===== config.mk =====
export PLATFORM = sky130hd
export DESIGN_NAME = pmsu_front
export DESIGN_NICKNAME = d
export VERILOG_FILES = /design/src/pmsu_pkg.sv /design/src/pmsu_front.sv
export SDC_FILE = /design/constraint.sdc
export NUM_CORES = 2
export LEC_CHECK = 0
export BUFFER_PORTS_ARGS = -buffer_cell sky130_fd_sc_hd__buf_4
export CORE_ASPECT_RATIO = 0.75
export CORE_UTILIZATION = 40
export CTS_CLUSTER_DIAMETER = 100
export DETAILED_ROUTE_END_ITERATION = 8
export GPL_ROUTABILITY_DRIVEN = 0
export PLACE_DENSITY = 0.64
export SLEW_MARGIN = 20
export SYNTH_ARGS = -nofsm -noshare
export SYNTH_HDL_FRONTEND = slang
export SYNTH_SLANG_ARGS = --single-unit

===== constraint.sdc =====
create_clock -name clk -period 18.5 [get_ports clk]
set_input_delay 0.925 -clock clk [delete_from_list [all_inputs] [get_ports clk]]
set_output_delay 0.925 -clock clk [all_outputs]
set_load 0.005 [all_outputs]

===== src/pmsu_pkg.sv =====
// ---------------------------------------------------------------------------
// pmsu_pkg
// Shared types, codes and constants for the perspective matrix setup unit.
// ---------------------------------------------------------------------------
`default_nettype none

package pmsu_pkg;

  typedef enum logic [1:0] {
    ERR_NONE   = 2'd0,
    ERR_FOV    = 2'd1,
    ERR_ASPECT = 2'd2,
    ERR_DEPTH  = 2'd3
  } err_t;

  localparam logic [15:0] FOV_LIMIT     = 16'd46080;
  localparam logic [31:0] HALF_DEG_Q38  = 32'd2398762259;
  localparam logic [47:0] Z_ROUND       = 48'd32768;
  localparam int          DIV_QBITS     = 32;
  localparam int          DIV_LAT       = DIV_QBITS + 3;
  localparam int          FIFO_DEPTH    = 4;
  localparam int          FIFO_AW       = 2;

  typedef struct packed {
    err_t               err;
    logic        [31:0] z;
    logic signed [31:0] asp;
    logic signed [31:0] n;
    logic signed [32:0] range;
    logic signed [63:0] prod;
  } item_t;

  typedef struct packed {
    logic                 full;
    logic                 empty;
    logic [FIFO_AW:0]     count;
  } fifo_stat_t;

  function automatic logic signed [33:0] atan_q30(input logic [4:0] idx);
    logic signed [33:0] v;
    v = '0;
    case (idx)
      5'd0:  v = 34'sd843314857;
      5'd1:  v = 34'sd497837829;
      5'd2:  v = 34'sd263043837;
      5'd3:  v = 34'sd133525159;
      5'd4:  v = 34'sd67021687;
      5'd5:  v = 34'sd33543516;
      5'd6:  v = 34'sd16775851;
      5'd7:  v = 34'sd8388437;
      5'd8:  v = 34'sd4194283;
      5'd9:  v = 34'sd2097149;
      5'd10: v = 34'sd1048576;
      5'd11: v = 34'sd524288;
      5'd12: v = 34'sd262144;
      5'd13: v = 34'sd131072;
      5'd14: v = 34'sd65536;
      5'd15: v = 34'sd32768;
      5'd16: v = 34'sd16384;
      5'd17: v = 34'sd8192;
      5'd18: v = 34'sd4096;
      5'd19: v = 34'sd2048;
      5'd20: v = 34'sd1024;
      5'd21: v = 34'sd512;
      5'd22: v = 34'sd256;
      5'd23: v = 34'sd128;
      5'd24: v = 34'sd64;
      5'd25: v = 34'sd32;
      5'd26: v = 34'sd16;
      5'd27: v = 34'sd8;
      5'd28: v = 34'sd4;
      5'd29: v = 34'sd2;
      5'd30: v = 34'sd1;
      default: v = 34'sd0;
    endcase
    return v;
  endfunction

endpackage

`default_nettype wire


===== src/pmsu_front.sv =====
// ---------------------------------------------------------------------------
// pmsu_front
// Accepts requests, classifies errors and forms angle, range and product.
// ---------------------------------------------------------------------------
`default_nettype none

module pmsu_front (
  input  wire logic                clk,
  input  wire logic                rst_n,
  input  wire logic                in_valid,
  output      logic                in_stall,
  input  wire logic [15:0]         in_fov_degrees,
  input  wire logic signed [31:0]  in_aspect_ratio,
  input  wire logic signed [31:0]  in_near_plane,
  input  wire logic signed [31:0]  in_far_plane,
  input  wire logic                q_full,
  output      logic                push,
  output      pmsu_pkg::item_t     push_item
);

  logic            fv_r, fv_nxt;
  pmsu_pkg::item_t item_r, item_nxt;
  logic            accept;
  logic [47:0]     zsum;

  assign in_stall  = fv_r && q_full;
  assign accept    = in_valid && !in_stall;
  assign push      = fv_r && !q_full;
  assign push_item = item_r;

  always_comb begin
    zsum = 48'(in_fov_degrees) * 48'(pmsu_pkg::HALF_DEG_Q38) + pmsu_pkg::Z_ROUND;
    item_nxt.z     = zsum[47:16];
    item_nxt.asp   = in_aspect_ratio;
    item_nxt.n     = in_near_plane;
    item_nxt.range = 33'(in_far_plane) - 33'(in_near_plane);
    item_nxt.prod  = 64'(in_far_plane) * 64'(in_near_plane);
    if (in_fov_degrees == '0 || in_fov_degrees >= pmsu_pkg::FOV_LIMIT) begin
      item_nxt.err = pmsu_pkg::ERR_FOV;
    end else if (in_aspect_ratio == '0) begin
      item_nxt.err = pmsu_pkg::ERR_ASPECT;
    end else if (in_far_plane == in_near_plane) begin
      item_nxt.err = pmsu_pkg::ERR_DEPTH;
    end else begin
      item_nxt.err = pmsu_pkg::ERR_NONE;
    end
  end

  always_comb begin
    fv_nxt = fv_r;
    if (accept) begin
      fv_nxt = 1'b1;
    end else if (push) begin
      fv_nxt = 1'b0;
    end
  end

  always_ff @(posedge clk) begin
    if (!rst_n) begin
      fv_r <= 1'b0;
    end else begin
      fv_r <= fv_nxt;
    end
  end

  always_ff @(posedge clk) begin
    if (accept) begin
      item_r <= item_nxt;
    end
  end

endmodule

`default_nettype wire


Word-level counts from Yosys, hierarchy flattened. Cells that the tools add are included.

Register bits: 196. Latch bits: 0. Bits in writable memories: 0. Bits in read-only memories: 0. Output and inout bits: 197. Logic and storage cells: 26. Memories kept: 0.

Add/subtract/negate cells: 2. $mul: 2. Div/mod/pow operators: 0. Order comparisons: 1. Eq/ne operators: 1. Shifts and indexed selects: 0. Muxes and demuxes: 4. Bitwise logic cells: 0. Reductions and logical operators: 9.

Operators with widths (count): multiplier 32 x 32 -> 64 bit (1); adder 48 x 16 -> 48 bit, second input constant (1); multiplier 16 x 32 -> 48 bit, second input constant (1); subtractor 32 x 32 -> 33 bit (1); equality test 32 bit (1); zero test 32 bit (1); greater-or-equal comparator 16 bit, second input constant (1); zero test 16 bit (1); two-way mux 2 bit (2); logical AND 1 bit (3); zero test 1 bit (2); two-way mux 1 bit (2); nonzero test 2 bit (1); logical OR 1 bit (1).

Longest topological paths before layout.
Depth after elaboration: 4. Depth in mapped cells: 30. Mapped depth without buffers: 28.

Least setup slack after synthesis. Ideal clock, no wire load.

Path type: input to register. Start: in q_full. End: reg item_r (netlist bit push_item[0]), enable pin. Setup time: 0.777 ns. Data arrival time: 9.722 ns. Data required time: 17.723 ns. Slack: 8.001 ns. Cell stages on the path: 2. Cells stage by stage: and2_1 nor2b_1.

Cells in the longest elaborated chain, start to end: 3.

Ends and longest elaborated chain: start: declaration (RTL line pmsu_front.sv:16) `input wire logic q_full,`; logical AND 1 bit (RTL line pmsu_front.sv:26) `assign in_stall = fv_r && q_full;`; zero test 1 bit (RTL line pmsu_front.sv:27) `assign accept = in_valid && !in_stall;`; logical AND 1 bit (RTL line pmsu_front.sv:27); via accept (RTL line pmsu_front.sv:23) `logic accept;`; end signal: assignment (RTL line pmsu_front.sv:68) `item_r <= item_nxt;`; end: declaration (RTL line pmsu_front.sv:22) `pmsu_pkg::item_t item_r, item_nxt;`.

The timed path passes the listed nets, and every way through them passes these cells. A chain may end at the register's enable or synchronous reset.

==> summary.md <==
| Metric | Value |
|---|---|
| Post-CTS Resized | `0` |
| Async set-or-reset flop fraction in the synthesized netlist | `0` |
| Later-pin clock latency in the skew report | `580 ps` |
| Cts hold-fix bufs | `0` |
| Global-route wire length before repair | `227 mm` |
| CTS Buf Count | `17` |
| Clock Path Buffers | `2` |
| Number of flops mapped to enable cells by yosys | `195` |
| Slowest cell on the critical path | `fa_1` |
| Post-synthesis compound-gate area fraction | `0.0457` |
| Filler cell count | `12120` |
| Worst Tran Pin Value | `989 ps` |
| Largest net degree at the start of global routing | `129` |
| Critical path class | `in2reg` |
| Clock Tree Root | `clkbuf_16` |
| Post-synthesis adder-cell area fraction | `0.590` |
| Reg-to-Reg End | `push_item[2]` |
| Worst path bufs/invs | `8` |
| Port bufs | `312` |
| Routed WL | `145 mm` |
| Max-slew violation count | `0` |
| Die Y | `313 um` |
| Die area | `~130000 um^2` |
| Crit. path cell count | `26` |
| Crit path DAT | `10280 ps` |
| # DRC | `0` |
| Largest fanout on the critical path | `22` |
| Layout cells sized above 1 | `0.0705` |
| Worst-case reg-to-reg path depth | `4` |
| WL/cell | `20.7 um` |
| Max-cap viol count | `0` |
| Data required, critical path | `18930 ps` |
| Syn Area/Cell | `10.1 um^2` |
| Fmax | `about 100 MHz` |
| # rows | `113` |
| CP most frequent cell | `fa_1` |
| Startpoint types | `primary input` |
| Main combinational cell family by area after synthesis | `adder cells` |
| Endpoints failing setup | `0` |
| Worst-path clk slew | `90 ps` |
| Outcome | `completed` |
| Crit share post-route | `0.532` |
| # IOs | `roughly 310` |
| Total GRT Usage | `0.231` |
| Relative slew slack | `0.341` |
| Worst setup path end | `push_item[61]` |
| CTS tree | `built` |
| Min Tclk post-route | `9850 ps` |
| Syn-to-layout area delta | `8.54%` |
| Final HPWL from detailed placement | `118 mm` |
| Simple-gate portion of the synthesized area | `0.121` |
| Core Region | `127000 um^2` |
| Gr ovfl total | `0` |
| Crit path from | `in_far_plane[31]` |
| Initial Util | `0.406` |
| Initial DRC count | `roughly 2800` |
| Type of the most critical hold path | `in2reg` |
| Worst setup EP type | `register` |
| Clock skew | `30.3 ps` |
| Setup_tns | `0 ps` |
| Clk sinks | `196` |
| Post-route ant nets | `0` |
| XOR/XNOR share of the synthesized area | `0.0213` |
| Number of setup buffers added after CTS | `0` |
| Synth Cell Area | `about 52000 um^2` |
| Flop2flop setup slack | `15810 ps` |
| Critical Path Max Stage Delay | `1120 ps` |
| Synthesized net count | `6938` |
| RSZ-0062 raised after global routing | `no` |
| Initial antenna violation count | `6` |
| Layout Nets | `a little over 7000` |
| Via density | `5.07` |
| Drt first pass iters | `6` |
| Sequential area share after synthesis | `0.114` |
| RR Startpoint | `fv_r` |
| Post-synthesis mux area share | `0` |
| YS warnings | `0` |
| Vias | `35446` |
| Crit path max-delay family | `adder cells` |
| Yosys cell types | `64` |
| Vias in the first global route | `37725` |
| Register bit total from synthesis | `196` |
| CTS H-tree lvls | `4` |
| Cells after Synth | `5129` |
| Post-synth top flop | `edfxtp_1` |
| Chip Width | `approximately 420 um` |
| Final hold violations | `0` |
## synth_stat cells, types with 5 or more instances
library cell / number / area (um^2)
a31oi_1: 12 / 75.1
and4_1: 6 / 52.6
nor4_1: 12 / 75.1
o221ai_1: 5 / 43.8
nor2_1: 142 / 533
or3_1: 5 / 31.3
ha_1: 450 / 5630
a21boi_0: 5 / 37.5
a211oi_1: 15 / 113
nor3_1: 18 / 90.1
edfxtp_1: 195 / 5860
and2_1: 454 / 2840
o21bai_1: 15 / 113
o21ai_0: 50 / 250
nand2_1: 513 / 1930
fa_1: 1243 / 24900
o211ai_1: 6 / 45.0
o21ai_1: 6 / 30.0
a21oi_1: 101 / 505
xnor2_1: 85 / 744
a2111oi_0: 5 / 43.8
or2_2: 5 / 31.3
inv_1: 1273 / 4780
nor2b_1: 22 / 138
nand4_1: 21 / 131
a21o_1: 77 / 578
nand2b_1: 23 / 144
xor2_1: 41 / 359
a311oi_1: 7 / 61.3
clkbuf_1: 208 / 781
o21a_1: 16 / 120
nand3_1: 29 / 145
and3_1: 13 / 81.3
## cells in the final DEF, fill, tap and decap left out, types with 7 or more instances in the layout
cell type	count
nor2_1	142
o21bai_1	15
and2_1	454
a211oi_1	15
a311oi_1	7
edfxtp_1	195
o21a_1	16
a21o_1	77
nand2b_1	23
xnor2_1	85
nor2b_1	21
buf_4	319
nor3_1	18
nand2_1	513
inv_1	1273
a31oi_1	12
and3_1	13
o21ai_0	50
xor2_1	41
fa_1	1243
a21oi_1	101
nand3_1	29
ha_1	450
clkbuf_16	17
nor4_1	12
nand4_1	21
## worst min-delay path by stage
| stage | slack, ps | end | cells past startpoint | from |
|---|---|---|---|---|
| finish | 560 | push_item[154] | 1 | in_aspect_ratio[25] |
| floorplan | 590 | fv_r | 2 | fv_r |
| detailed placement | 680 | fv_r | 2 | fv_r |
| global route | 510 | push_item[152] | 1 | in_aspect_ratio[23] |
| CTS | 470 | push_item[141] | 1 | in_aspect_ratio[12] |
| global placement | 640 | fv_r | 2 | fv_r |
## final cells by class
type,instances,area (um^2),area share
multi-input combinational,3443,40300,0.717
timing repair buffer,320,2410,0.0430
clock buffer,17,425,0.00758
tap,1725,2160,0.0384
antenna,2,5.00,0.0000891
clock inverter,15,205,0.00365
inverter,1275,4790,0.0852
sequential,196,5880,0.105
## sequential cells by signal (all words and copies together) (netlist names)
register,count
fv_r,1
push_item,195
## metal layers
metal	GRT usage	routed length, um	vias up
met3	0.0839	17500	131
met4	0.0529	2690	8
met1	0.345	66100	18282
met2	0.314	58400	1570
li1	-	-	15455
met5	0.00288	92	-
## logic make-up after synthesis
| group | Yosys count |
|---|---|
| compound gates | 355 |
| flops | 196 |
| buf+inv | 1490 |
| xor+xnor | 126 |
| simple gates | 1269 |
| fa+ha+maj | 1693 |
## metrics by stage
stage	hold WS, ps	worst slack (ps)	cells	utilization	cell area (um^2)
floorplan	588	8000	5129	-	51700
global placement	641	8190	6959	0.436	55500
detailed placement	676	8210	6959	0.436	55500
CTS	471	8790	6991	0.441	56100
global route	512	8240	6992	0.441	56100
finish	557	8650	6993	0.441	56100
Power is not shown: default switching activity piles up to over one toggle a cycle in this logic, so the estimate is an artifact.
