<file path="config.mk">
export PLATFORM = sky130hd
export DESIGN_NAME = pmsu_fifo
export DESIGN_NICKNAME = d
export VERILOG_FILES = /design/src/pmsu_pkg.sv /design/src/pmsu_fifo.sv
export SDC_FILE = /design/constraint.sdc
export NUM_CORES = 1
export LEC_CHECK = 0
export ABC_AREA = 1
export BUFFER_PORTS_ARGS = -buffer_cell sky130_fd_sc_hd__buf_2
export CORE_MARGIN = 3
export CORE_UTILIZATION = 35
export CTS_BUF_LIST = sky130_fd_sc_hd__clkbuf_16
export CTS_CLUSTER_SIZE = 20
export DETAILED_ROUTE_END_ITERATION = 8
export HOLD_SLACK_MARGIN = 0.06
export SETUP_SLACK_MARGIN = 0.2
export SKIP_LAST_GASP = 1
export SLEW_MARGIN = 25
export SYNTH_ARGS = -nofsm -noshare
export SYNTH_HDL_FRONTEND = slang
export SYNTH_SLANG_ARGS = --single-unit
</file>
<file path="constraint.sdc">
create_clock -name clk -period 8.95 [get_ports clk]
set_input_delay 0.895 -clock clk [delete_from_list [all_inputs] [get_ports clk]]
set_output_delay 0.895 -clock clk [all_outputs]
set_load 0.01 [all_outputs]
</file>
<file path="src/pmsu_pkg.sv">
// ---------------------------------------------------------------------------
// pmsu_pkg
// Shared types, codes and constants for the perspective matrix setup unit.
// ---------------------------------------------------------------------------
`default_nettype none

package pmsu_pkg;

  typedef enum logic [1:0] {
    ERR_NONE   = 2'd0,
    ERR_FOV    = 2'd1,
    ERR_ASPECT = 2'd2,
    ERR_DEPTH  = 2'd3
  } err_t;

  localparam logic [15:0] FOV_LIMIT     = 16'd46080;
  localparam logic [31:0] HALF_DEG_Q38  = 32'd2398762259;
  localparam logic [47:0] Z_ROUND       = 48'd32768;
  localparam int          DIV_QBITS     = 32;
  localparam int          DIV_LAT       = DIV_QBITS + 3;
  localparam int          FIFO_DEPTH    = 4;
  localparam int          FIFO_AW       = 2;

  typedef struct packed {
    err_t               err;
    logic        [31:0] z;
    logic signed [31:0] asp;
    logic signed [31:0] n;
    logic signed [32:0] range;
    logic signed [63:0] prod;
  } item_t;

  typedef struct packed {
    logic                 full;
    logic                 empty;
    logic [FIFO_AW:0]     count;
  } fifo_stat_t;

  function automatic logic signed [33:0] atan_q30(input logic [4:0] idx);
    logic signed [33:0] v;
    v = '0;
    case (idx)
      5'd0:  v = 34'sd843314857;
      5'd1:  v = 34'sd497837829;
      5'd2:  v = 34'sd263043837;
      5'd3:  v = 34'sd133525159;
      5'd4:  v = 34'sd67021687;
      5'd5:  v = 34'sd33543516;
      5'd6:  v = 34'sd16775851;
      5'd7:  v = 34'sd8388437;
      5'd8:  v = 34'sd4194283;
      5'd9:  v = 34'sd2097149;
      5'd10: v = 34'sd1048576;
      5'd11: v = 34'sd524288;
      5'd12: v = 34'sd262144;
      5'd13: v = 34'sd131072;
      5'd14: v = 34'sd65536;
      5'd15: v = 34'sd32768;
      5'd16: v = 34'sd16384;
      5'd17: v = 34'sd8192;
      5'd18: v = 34'sd4096;
      5'd19: v = 34'sd2048;
      5'd20: v = 34'sd1024;
      5'd21: v = 34'sd512;
      5'd22: v = 34'sd256;
      5'd23: v = 34'sd128;
      5'd24: v = 34'sd64;
      5'd25: v = 34'sd32;
      5'd26: v = 34'sd16;
      5'd27: v = 34'sd8;
      5'd28: v = 34'sd4;
      5'd29: v = 34'sd2;
      5'd30: v = 34'sd1;
      default: v = 34'sd0;
    endcase
    return v;
  endfunction

endpackage

`default_nettype wire

</file>
<file path="src/pmsu_fifo.sv">
// ---------------------------------------------------------------------------
// pmsu_fifo
// Short request queue between the front and back parts.
// ---------------------------------------------------------------------------
`default_nettype none

module pmsu_fifo (
  input  wire logic                 clk,
  input  wire logic                 rst_n,
  input  wire logic                 push,
  input  wire pmsu_pkg::item_t      push_item,
  input  wire logic                 pop,
  output      pmsu_pkg::item_t      pop_item,
  output      pmsu_pkg::fifo_stat_t stat
);

  pmsu_pkg::item_t                mem [pmsu_pkg::FIFO_DEPTH];
  logic [pmsu_pkg::FIFO_AW-1:0]   wr_ptr_r, rd_ptr_r;
  logic [pmsu_pkg::FIFO_AW:0]     cnt_r, cnt_nxt;

  assign stat.count = cnt_r;
  assign stat.full  = (cnt_r == (pmsu_pkg::FIFO_AW+1)'(pmsu_pkg::FIFO_DEPTH));
  assign stat.empty = (cnt_r == '0);
  assign pop_item   = mem[rd_ptr_r];

  always_comb begin
    cnt_nxt = cnt_r;
    if (push && !pop) begin
      cnt_nxt = cnt_r + 1'b1;
    end else if (pop && !push) begin
      cnt_nxt = cnt_r - 1'b1;
    end
  end

  always_ff @(posedge clk) begin
    if (!rst_n) begin
      wr_ptr_r <= '0;
      rd_ptr_r <= '0;
      cnt_r    <= '0;
    end else begin
      cnt_r <= cnt_nxt;
      if (push) begin
        wr_ptr_r <= wr_ptr_r + 1'b1;
      end
      if (pop) begin
        rd_ptr_r <= rd_ptr_r + 1'b1;
      end
    end
  end

  always_ff @(posedge clk) begin
    if (push) begin
      mem[wr_ptr_r] <= push_item;
    end
  end

endmodule

`default_nettype wire

</file>
# Word-level counts from Yosys, hierarchy flattened
# Memory sizes are Yosys's and may differ from the RTL's. A register that Yosys moved wholly into a read port is not among the register bits.
# Cells that the tools add are included.
[word_totals]
out_inout_bits = 200
input_bits = 199
ramBits = 780
n_memories = 1
wordCells = 21
regBits = 7
[classes]
muxes = 6
n_reduce_logical = 6
addsub = 4
n_eq_ne = 1
[mem_list]
columns = ["memory", "depth", "width", "read_ports", "rd_clocked_by_memory_dff", "wr", "line_no", "source"]
rows = [
  ["mem", 4, 195, 1, 1, 1, "pmsu_fifo.sv:17", "pmsu_pkg::item_t mem [pmsu_pkg::FIFO_DEPTH];"],
]
[op_table]
columns = ["op", "n"]
rows = [
  ["3-bit 2-to-1 mux", 2],
  ["2-bit by 1-bit adder with 2-bit output, second input constant", 2],
  ["2-bit 2-to-1 mux", 2],
  ["3-bit by 1-bit adder with 3-bit output, second input constant", 1],
  ["3-bit equality test, second input constant", 1],
  ["3-bit zero test", 1],
  ["3-bit by 1-bit subtractor with 3-bit output, second input constant", 1],
  ["1-bit logical AND", 2],
  ["1-bit zero test", 2],
  ["1-bit 2-to-1 mux", 2],
  ["2-bit nonzero test", 1],
]

# Logic depth before layout (Yosys ltp)
# Gate-level depths: netlist (run 1).
[logic_depth]
word_depth = 4
ltp_mapped = 10
depth_no_buf = 10

# Least setup slack after synthesis (run 1)
# Ideal clock, no wire load.
[synth_path]
path_type = "input to register"
startpoint = "input port push"
endpoint = "memory mem[0][0] in the netlist's numbering, enable pin"
required_ns = 8.403
arrival_time_ns = 4.673
stages = 2
setup_ns = 0.547
path_buffers = 0
setup_slack_ns = 3.730
path_cell_list = "nand2_1 > inv_1"
[synth_via]
elab_chain_len = 2
[synth_lines]
columns = ["element", "line_no", "source"]
rows = [
  ["start: declaration", "pmsu_fifo.sv:10", "input wire logic push,"],
  ["1-bit 2-to-1 mux", "pmsu_fifo.sv:52", "if (push) begin"],
  ["1-bit 2-to-1 mux (implied by the code)", "pmsu_fifo.sv:53", "mem[wr_ptr_r] <= push_item;"],
  ["end: declaration", "pmsu_fifo.sv:17", ""],
]
# No other way between the ends.

==> impl_results.md, run 1 <==
* Tot GR Track Use at 15.7%
* Maximum VDD drop at ~0.00015 V
* CP Launch Type: flop
* Post-CTS Resized at 0
* Die X at 295 um
* Final period utilization at 53.0%
* PD cells at roughly 240 nW/um^2
* Post-Place Worst Slack at 4.86 ns
* Final Max Tran Viols at 0
* Synth Cell Area at 29200 um^2
* Reg area at 23600 um^2
* Die extent in y at about 300 um
* Fmax at 211 MHz
* Top-count cell post-synth: edfxtp_1
* Area contributors post-synth: edfxtp_1 80%, o21ai_0 6.2%, nor2_1 5.1%, o22ai_1 4.2%, clkbuf_1 1.1%
* Initial antenna violation count at 18
* TNS Setup at 0 ns
* # setup viols final at 0
* Clk root buf: clkbuf_16
* Async SR Flop Fraction at 0%
* Hold_buf cts at 0
* Wire per inst at 20.3 um
* DRT Pass-1 Iters at 5
* Yosys warnings at 0
* Most area-hungry cell type in the Yosys netlist: edfxtp_1
* Routed wire length at about 70 mm
* DRC viols at 0
* Clock slew at reported path FFs at 0.06 ns
* Area of the multi-input gates at 4840 um^2
* Grt ovf at 0
* Critical path class: reg2out
* Vias in the first global route at about 18000
* Core Area at 82200 um^2
* Cell count after synthesis at 1943
* # fillers at 7371
* Crit path arrival time at about 3.9 ns
* Worst Hold Launch: rd_ptr_r[1]$_SDFFE_PN0P_
* Max clock buf depth at 3
* Pleak at 0.0120 uW
* Largest net degree at the start of global routing at 215
* Slew @ Worst Pin at ~1.2 ns
* IO Count at between 300 and 400
* Share of layout cells above drive strength 1 at 23.1%
* Final net count at 2522
* Slew margin rel. at 19.8%
* Outcome: finished, final reports clean
* Worst setup margin at between 4 and 5 ns
* Synth Net Count at 2148
* Netlist cell types at 19
* Post-synth top cells: 780 x edfxtp_1, 395 x nor2_1, 361 x o21ai_0
* Post-CTS setup buffers at 0
* Yosys reg bits at slightly below 800
* RSZ-0062 raised after global routing: no
* Crit. End Element: output pin
* Final ANT Viol Nets at 0
* Hold/Removal Path Class: reg2reg
* Starting Density at 35.4%
* Post-synth top flop: edfxtp_1
* Vias per Instance at slightly above 5
* Clk_skew at 0.0182 ns
* First-iteration detailed-routing DRC count at 1019
* Post-synth top area share at 80.4%
* Crit Path Max Fanout at 86
* H-tree depth at 3
* Port buffer count at approximately 400
* Global-route wire length before repair at 105 mm
* Std cell rows at 105
* Final Critical Period at roughly 4.7 ns
* Die ar. at 86800 um^2
* GPL Wtd Cong at between 0.7 and 0.8
* Req. time, crit path at 8.06 ns
* CTS Buf Count at 85
* Vias at ~18000
* Post-DP HPWL at 38.7 mm
* Seq/Total Area, Yosys at 81.0%
* Worst R2R Start: wr_ptr_r[0]$_SDFFE_PN0P_
* CTS tree: done
* Fin. Hold Viols at 0
* Max Cap Viol at 0
* Post-synth EDFFs at 780
* Clock Sinks at 789
* P&R area growth vs syn at 19.7%
* Syn Area/Cell at ~15 um^2
* Worst-Skew Late Latency at 0.61 ns
cell usage in the layout, fill, tap and decap left out, drive strengths merged:
| cell | instances |
|---|---|
| nor2 | 395 |
| o22ai | 195 |
| nand2 | 9 |
| clkbuf | 87 |
| nor3 | 2 |
| clkinvlp | 8 |
| ha | 5 |
| edfxtp | 780 |
| o21ai | 396 |
| clkinv | 32 |
| nand3 | 1 |
| buf | 415 |
| a21oi | 4 |
| fa | 1 |
| bufinv | 9 |
| nand4 | 1 |
| inv | 39 |
| diode | 11 |
| dfxtp | 9 |
cell type report:
| class | instances | area share (%) |
|---|---|---|
| sequential | 789 | 67.7 |
| multi-input combinational | 1009 | 13.9 |
| clock buffer | 87 | 6.24 |
| timing repair buffer | 415 | 6.14 |
| tap | 1070 | 3.84 |
| clock inverter | 71 | 1.86 |
| inverter | 17 | 0.312 |
| antenna | 11 | 0.0789 |
final timing paths:
check | endpoint | slack [ns] | cells after the start
worst max-delay path | pop_item[127] | 4.21 | 5
worst min-delay path | flop | 0.44 | 1
worst max register to register | mem[0][115]$_DFFE_PP_ | 6.31 | 5
worst min register to register | flop | 0.44 | 1
worst max-delay path, cell delays in order, from the launching register on:
cell and delay, ns:
dfxtp_4 0.93, buf_4 0.66, buf_4 0.79, o21ai_0 0.24
o22ai_1 0.27, buf_2 0.18
where the power goes:
part	switching [uW]	internal (uW)
Clock	1430	2050
Sequential	46.2	4230
Combinational	492	220
through the flow:
stage	instance area (um^2)	utilization (%)	hold slack [ns]	std cells	power (uW)
finish	34900	42.4	0.440	3469	8460
CTS	34900	42.4	0.415	3458	8580
detailed placement	32000	39.0	0.431	3300	5080
floorplan	29200	-	0.412	1943	4750
global placement	32000	38.9	0.422	3300	5050
global route	34900	42.4	0.434	3464	8800
registers in the layout (all words and copies together), names as in the netlist, named ones only:
signal / flops
cnt_r: 3
mem: 780
rd_ptr_r: 2
wr_ptr_r: 2
logic make-up after synthesis:
group,count (synthesis),synth area share [%]
flops,789,81.0
buf+inv,145,2.42
simple gates,408,5.28
compound gates,595,11.1
fa+ha+maj,6,0.283
metal layers:
metal	vias up	track usage [%]	routed length, um
li1	8145	-	-
met2	550	27.5	35900
met1	8776	19.0	27700
met5	-	0	89
met3	141	4.02	4820
met4	14	5.29	1820
No activity file was read; power rests on OpenSTA's default activity.
==> run 2, diff against run 1 <==
--- a/config.mk
+++ b/config.mk
@@ -5,7 +5,7 @@
 export SDC_FILE = /design/constraint.sdc
 export NUM_CORES = 1
 export LEC_CHECK = 0
-export ABC_AREA = 1
+export ABC_AREA = 0
 export BUFFER_PORTS_ARGS = -buffer_cell sky130_fd_sc_hd__buf_2
 export CORE_MARGIN = 3
 export CORE_UTILIZATION = 35
==> constraint.sdc (replaced) <==
create_clock -name clk -period 4.4 [get_ports clk]
set_input_delay 0.44 -clock clk [delete_from_list [all_inputs] [get_ports clk]]
set_output_delay 0.44 -clock clk [all_outputs]
set_load 0.01 [all_outputs]
==> run 2 against run 1 <==
Effect of this change:
- area after synthesis is 1.9% lower
- core utilization is 3.2 points higher
- routed wire length is 14% lower
- synthesized cell count is 45% lower
- cell count is 18% lower
- sequential power is 100% higher
- clock skew is 0.012 ns higher
- critical endpoint is now pop_item[74]
- highest routed layer is now met4
==> impl_results.md, run 2 <==
* Vias in the first global route at 15199
* Clock slew at reported path FFs at 0.06 ns
* Die extent in y at a little under 300 um
* First-iteration detailed-routing DRC count at 694
* Crit Path Max Fanout at between 40 and 50
* Worst-Skew Late Latency at 0.62 ns
* Final ANT Viol Nets at 0
* Crit. End Element: output pin
* PD cells at ~470 nW/um^2
* P&R area growth vs syn at 28.8%
* Netlist cell types at 20
* Final core occ at 45.6%
* Final Max Tran Viols at 0
* GR Util met1 at 18.0%
* Std cell rows at 104
* Largest net degree at the start of global routing at 89
* Synth Net Count at 1267
* Slew @ Worst Pin at 0.964 ns
* Area of the multi-input gates at 4650 um^2
* Die ar. at 85100 um^2
* Port buffer count at 398
* Seq/Total Area, Yosys at 82.6%
* Hold depth at 2
* CP Launch Type: flop
* Crit path arrival time at approximately 2.7 ns
* Routed wire length at approximately 60 mm
* GPL Wtd Cong at 0.705
* Syn Area/Cell at between 20 and 30 um^2
* R2R cell count at 3
* Yosys warnings at 0
* Reg area at 23600 um^2
* Most frequent cells in the layout: 780 x edfxtp_1, 398 x buf_2, 195 x mux4_2, 195 x dlygate4sd3_1, 84 x clkbuf_16
* Outcome: finished, final reports clean
* Post-CTS Resized at 0
* Hold/Removal Path Class: in2reg
* Vias at 13547
* Commonest non-fill, non-tap cell in the layout: edfxtp_1
* Max clock buf depth at 3
* Req. time, crit path at between 3 and 4 ns
* Max Cap Viol at 0
* Pleak at about 0.012 uW
* Biggest regs: mem x780, cnt_r x3
* Wire per inst at 21.1 um
* Crit path max-delay cell type: dfxtp_4
* IO Count at ~400
* Post-synth EDFFs at 780
* Max reg flops at 780
* CTS Buf Count at 84
* Post-synth top flop: edfxtp_1
* Hold_buf cts at ~200
* Post-CTS setup buffers at 0
* CTS tree: done
* Clock Sinks at approximately 790
* Most area-hungry cell type in the Yosys netlist: edfxtp_1
* Vias per Instance at 4.74
* Slew margin rel. at 35.7%
* # fillers at 6743
* Starting Density at 35.4%
* DRC viols at 0
* Final instance count without filler cells at 2859
* GRT Max-Usage Layer: met2
* Die X at 292 um
* Crit-path max cell delay at 0.81 ns
* Final Critical Period at 3.11 ns
* Fmax at between 300 and 400 MHz
* Post-synth top cells: 780 x edfxtp_1, 195 x mux4_2, 21 x buf_2
* Critical path class: reg2out
* H-tree depth at 3
* Initial antenna violation count at 5
* TNS Setup at 0 ns
* Reg with most FFs: mem
* Final net count at 1935
* Cell count after synthesis at 1062
* Global-route track usage on met3 at between 3 and 4%
* Maximum VDD drop at around 0.00053 V
* Core Area at between 80000 and 90000 um^2
* Final period utilization at 70.7%
* Top-count cell post-synth: edfxtp_1
* Post-DP HPWL at 36.1 mm
* Post-synth top area share at 81.9%
* Yosys reg bits at 789
* Grt ovf at 0
* Fin. Hold Viols at 0
* Tot GR Track Use at 14.3%
* Area contributors post-synth: edfxtp_1 82%, mux4_2 15%, buf_6 0.71%, dfxtp_1 0.63%, buf_2 0.37%
* Cell chain of the critical path: buf_12, mux4_2, buf_2
* RSZ-0062 raised after global routing: no
* Share of layout cells above drive strength 1 at 42.0%
* Placed Instances at 2508
* Async SR Flop Fraction at 0%
* Clk_skew at 0.0299 ns
* Post-Place Worst Slack at 1.87 ns
* DRT Pass-1 Iters at 4
* Worst setup margin at 1.29 ns
* Global-route wire length before repair at between 90 and 100 mm
* Met2 GRT Util at 24.3%
* # setup viols final at 0
* Synth Cell Area at 28600 um^2
* Clk root buf: clkbuf_16
## run 2: routing by layer
| layer | up-vias | part of all wire (%) |
|---|---|---|
| li1 | 5966 | - |
| met1 | 7103 | 40 |
| met2 | 374 | 51 |
| met3 | 104 | 6.2 |
| met4 | 0 | 2.8 |
| met5 | - | 0 |
## run 2: path summary, 6_finish.rpt
path                                               start                        to  slack, ns
worst max-delay path                                flop              pop_item[74]       1.29
worst min-delay path                               rst_n  wr_ptr_r[0]$_SDFFE_PN0P_       0.15
worst max register to register  wr_ptr_r[0]$_SDFFE_PN0P_     mem[1][123]$_DFFE_PP_       2.22
worst min register to register     cnt_r[2]$_SDFFE_PN0P_     cnt_r[2]$_SDFFE_PN0P_       0.55
## run 2: where the power goes
group / internal (uW) / total, uW / leakage [uW] / switching (uW)
Clock: 4100 / 6960 / 0.00142 / 2860
Sequential: 8640 / 8740 / 0.00724 / 102
Combinational: 840 / 1740 / 0.00382 / 901
Total: 13600 / 17400 / 0.0125 / 3870
## run 2: logic make-up (layout without fill, tap and decap cells)
group / Yosys count / after routing / share of synthesized area, %
DFF: 789 / 789 / 82.6
muxes: 197 / 197 / 15.4
buffers and inverters: 48 / 780 / 1.19
and+or+nand+nor: 15 / 15 / 0.319
adders and majority gates: 6 / 6 / 0.289
xor gates and xnor gates: 5 / 5 / 0.153
AOI/OAI and AO/OA: 2 / 2 / 0.0438
other: 0 / 5 / 0
## run 2: layout make-up
| class | instances | area share, % |
|---|---|---|
| Sequential cell | 789 | 64.1 |
| Multi-Input combinational cell | 225 | 12.6 |
| Timing Repair Buffer | 626 | 12.0 |
| Clock buffer | 84 | 5.71 |
| Tap cell | 1060 | 3.60 |
| Clock inverter | 66 | 1.86 |
| Inverter | 4 | 0.0408 |
| Antenna cell | 5 | 0.0340 |
## run 2: per-stage QoR
step / total power (uW) / hold WS, ns / instance area (um^2)
2_1_floorplan: 9820 / 0.528 / 28600
6_report: 17400 / 0.148 / 36800
5_1_grt: 18200 / 0.113 / 36800
3_5_place_dp: 10500 / 0.537 / 32000
3_3_place_gp: 10500 / 0.506 / 32000
4_1_cts: 17700 / 0.0846 / 36800
## run 2: critical path: cells and delay by family (launching register included)
family,cells,cell delay (ns)
flip-flops,1,0.81
multiplexers,1,0.58
buffers and inverters,2,0.54
==> run 3, diff against run 2 <==
==> constraint.sdc (replaced) <==
create_clock -name clk -period 3.2 [get_ports clk]
set_input_delay 0.32 -clock clk [delete_from_list [all_inputs] [get_ports clk]]
set_output_delay 0.32 -clock clk [all_outputs]
set_load 0.01 [all_outputs]
==> run 3 against run 2 <==
Effect of this change:
- clock power is 35% higher
- clock skew shrank 0.012 ns
- design area hardly changed
- die area stayed put
- global-route usage rose by 0.15 points
- critical path type unchanged
- largest cell class unchanged
- highest routed layer is now met5
==> impl_results.md, run 3 (synthesized netlist as in run 2, its figures left out) <==
* Outcome: finished, final reports clean
* Vias in the first global route at 15213
* Maximum VDD drop at about 0.00044 V
* Wire per inst at approximately 21 um
* Die X at 292 um
* Starting Density at 35.4%
* Crit path max-delay cell type: dfxtp_4
* Reg with most FFs: mem
* Switch share at 22.4%
* Vias per Instance at 4.75
* Share of layout cells above drive strength 1 at 42.4%
* Biggest regs: mem x780, cnt_r x3
* Post-CTS setup buffers at 0
* Die ar. at 85100 um^2
* Max clock buf depth at 3
* TNS Setup at 0 ns
* Worst-Skew Late Latency at 0.62 ns
* Clk_skew at 0.0176 ns
* Grt ovf at 0
* Max Cap Viol at 0
* Fin. Hold Viols at 0
* Initial antenna violation count at 3
* CTS Buf Count at 85
* Slew margin rel. at 53.3%
* Final Max Tran Viols at 0
* Clock Sinks at 789
* Final Critical Period at 2.68 ns
* Cell chain of the critical path: buf_4, mux4_2, buf_2
* Slew @ Worst Pin at ~0.70 ns
* Req. time, crit path at 2.88 ns
* Std cell rows at 104
* # setup viols final at 0
* PD cells at between 600 and 700 nW/um^2
* Clock power share at 39.4%
* H-tree depth at 3
* R2R cell count at 3
* Hold/Removal Path Class: in2reg
* Clk root buf: clkbuf_16
* Global-route track usage on met3 at 4.22%
* Final ANT Viol Nets at 0
* Logic gate share of total power at 10.2%
* P&R area growth vs syn at 28.8%
* Design area at 36800 um^2
* DRC viols at 0
* # fillers at slightly below 7000
* Tot GR Track Use at 14.5%
* Global-route wire length before repair at 93.5 mm
* CP Launch Type: flop
* CTS tree: done
* P_int at about 18000 uW
* Max reg flops at between 700 and 800
* Crit-path max cell delay at 0.76 ns
* First-iteration detailed-routing DRC count at 785
* Most frequent cells in the layout: 780 x edfxtp_1, 398 x buf_2, 197 x dlygate4sd3_1
* Critical path class: reg2out
* Final period utilization at between 80% and 90%
* GPL Wtd Cong at 0.715
* Post-CTS Resized at 0
* Hold_buf cts at between 150 and 200
* Routed wire length at 61.2 mm
* GR Util met1 at roughly 18%
* Post-DP HPWL at around 38 mm
* GRT Max-Usage Layer: met2
* Final net count at slightly below 2000
* Crit path arrival time at 2.36 ns
* Port buffer count at 398
* Seq pwr share at 50.4%
* Hold depth at 3
* Power Total at 23800 uW
* Fmax at 373 MHz
* RSZ-0062 raised after global routing: no
* Cell area after placement at between 30000 and 40000 um^2
* Clock slew at reported path FFs at 0.05 ns
* Met2 GRT Util at 24.4%
* Crit. End Element: output pin
* Core Area at 80700 um^2
* Pleak at between 0.01 and 0.015 uW
* DRT Pass-1 Iters at 5
* Switching power total at 5350 uW
* Crit Path Max Fanout at 35
* Largest net degree at the start of global routing at 72
* IO Count at ~400
* Vias at approximately 14000
* Commonest non-fill, non-tap cell in the layout: edfxtp_1
* Die extent in y at 292 um
* Final instance count without filler cells at 2872
* Placed Instances at 2516
run 3: power groups by stage:
stage / sequential, uW / clock (uW) / combinational (uW)
6_report: 12000 / 9380 / 2420
5_1_grt: 12000 / 10100 / 2620
4_1_cts: 12000 / 9690 / 2500
3_5_place_dp: 12200 / 0 / 2290
3_3_place_gp: 12200 / 0 / 2260
2_1_floorplan: 12200 / 0 / 1290
run 3: area by class of cell:
type | instances | area [um^2] | area share [%]
antenna | 2 | 5.00 | 0.0136
clock buffer | 86 | 2150 | 5.85
clock inverter | 71 | 569 | 1.55
inverter | 4 | 15.0 | 0.0408
multi-input combinational | 225 | 4650 | 12.6
sequential | 789 | 23600 | 64.1
tap | 1060 | 1330 | 3.60
timing repair buffer | 635 | 4480 | 12.2
run 3: metal layers:
metal	part of all wire, %	vias to the layer above	wire (um)
met3	6.3	107	3880
met2	51	367	31100
met1	40	7169	24500
met5	0.021	-	13
met4	2.8	2	1710
li1	-	5988	-
run 3: path summary, 6_finish.rpt:
check                            from  slack (ns)                       end
max                              flop        0.52              pop_item[25]
min                              push        0.13  wr_ptr_r[1]$_SDFFE_PN0P_
max reg2reg  wr_ptr_r[0]$_SDFFE_PN0P_        1.26       mem[1][6]$_DFFE_PP_
min reg2reg  wr_ptr_r[1]$_SDFFE_PN0P_        0.56  wr_ptr_r[1]$_SDFFE_PN0P_
run 3: worst max-delay path, delay by kind of cell, from the launching register on:
family	cells	cell delay [ns]
flip-flops	1	0.76
buffers and inverters	2	0.59
multiplexers	1	0.38
run 3: stage by stage:
step / worst slack, ns / hold slack (ns) / util [%]
2_1_floorplan: 0.846 / 0.419 / -
3_3_place_gp: 1.06 / 0.529 / 39.8
3_5_place_dp: 1.07 / 0.537 / 39.8
4_1_cts: 0.378 / 0.0723 / 45.6
5_1_grt: 0.348 / 0.108 / 45.6
6_report: 0.517 / 0.133 / 45.6
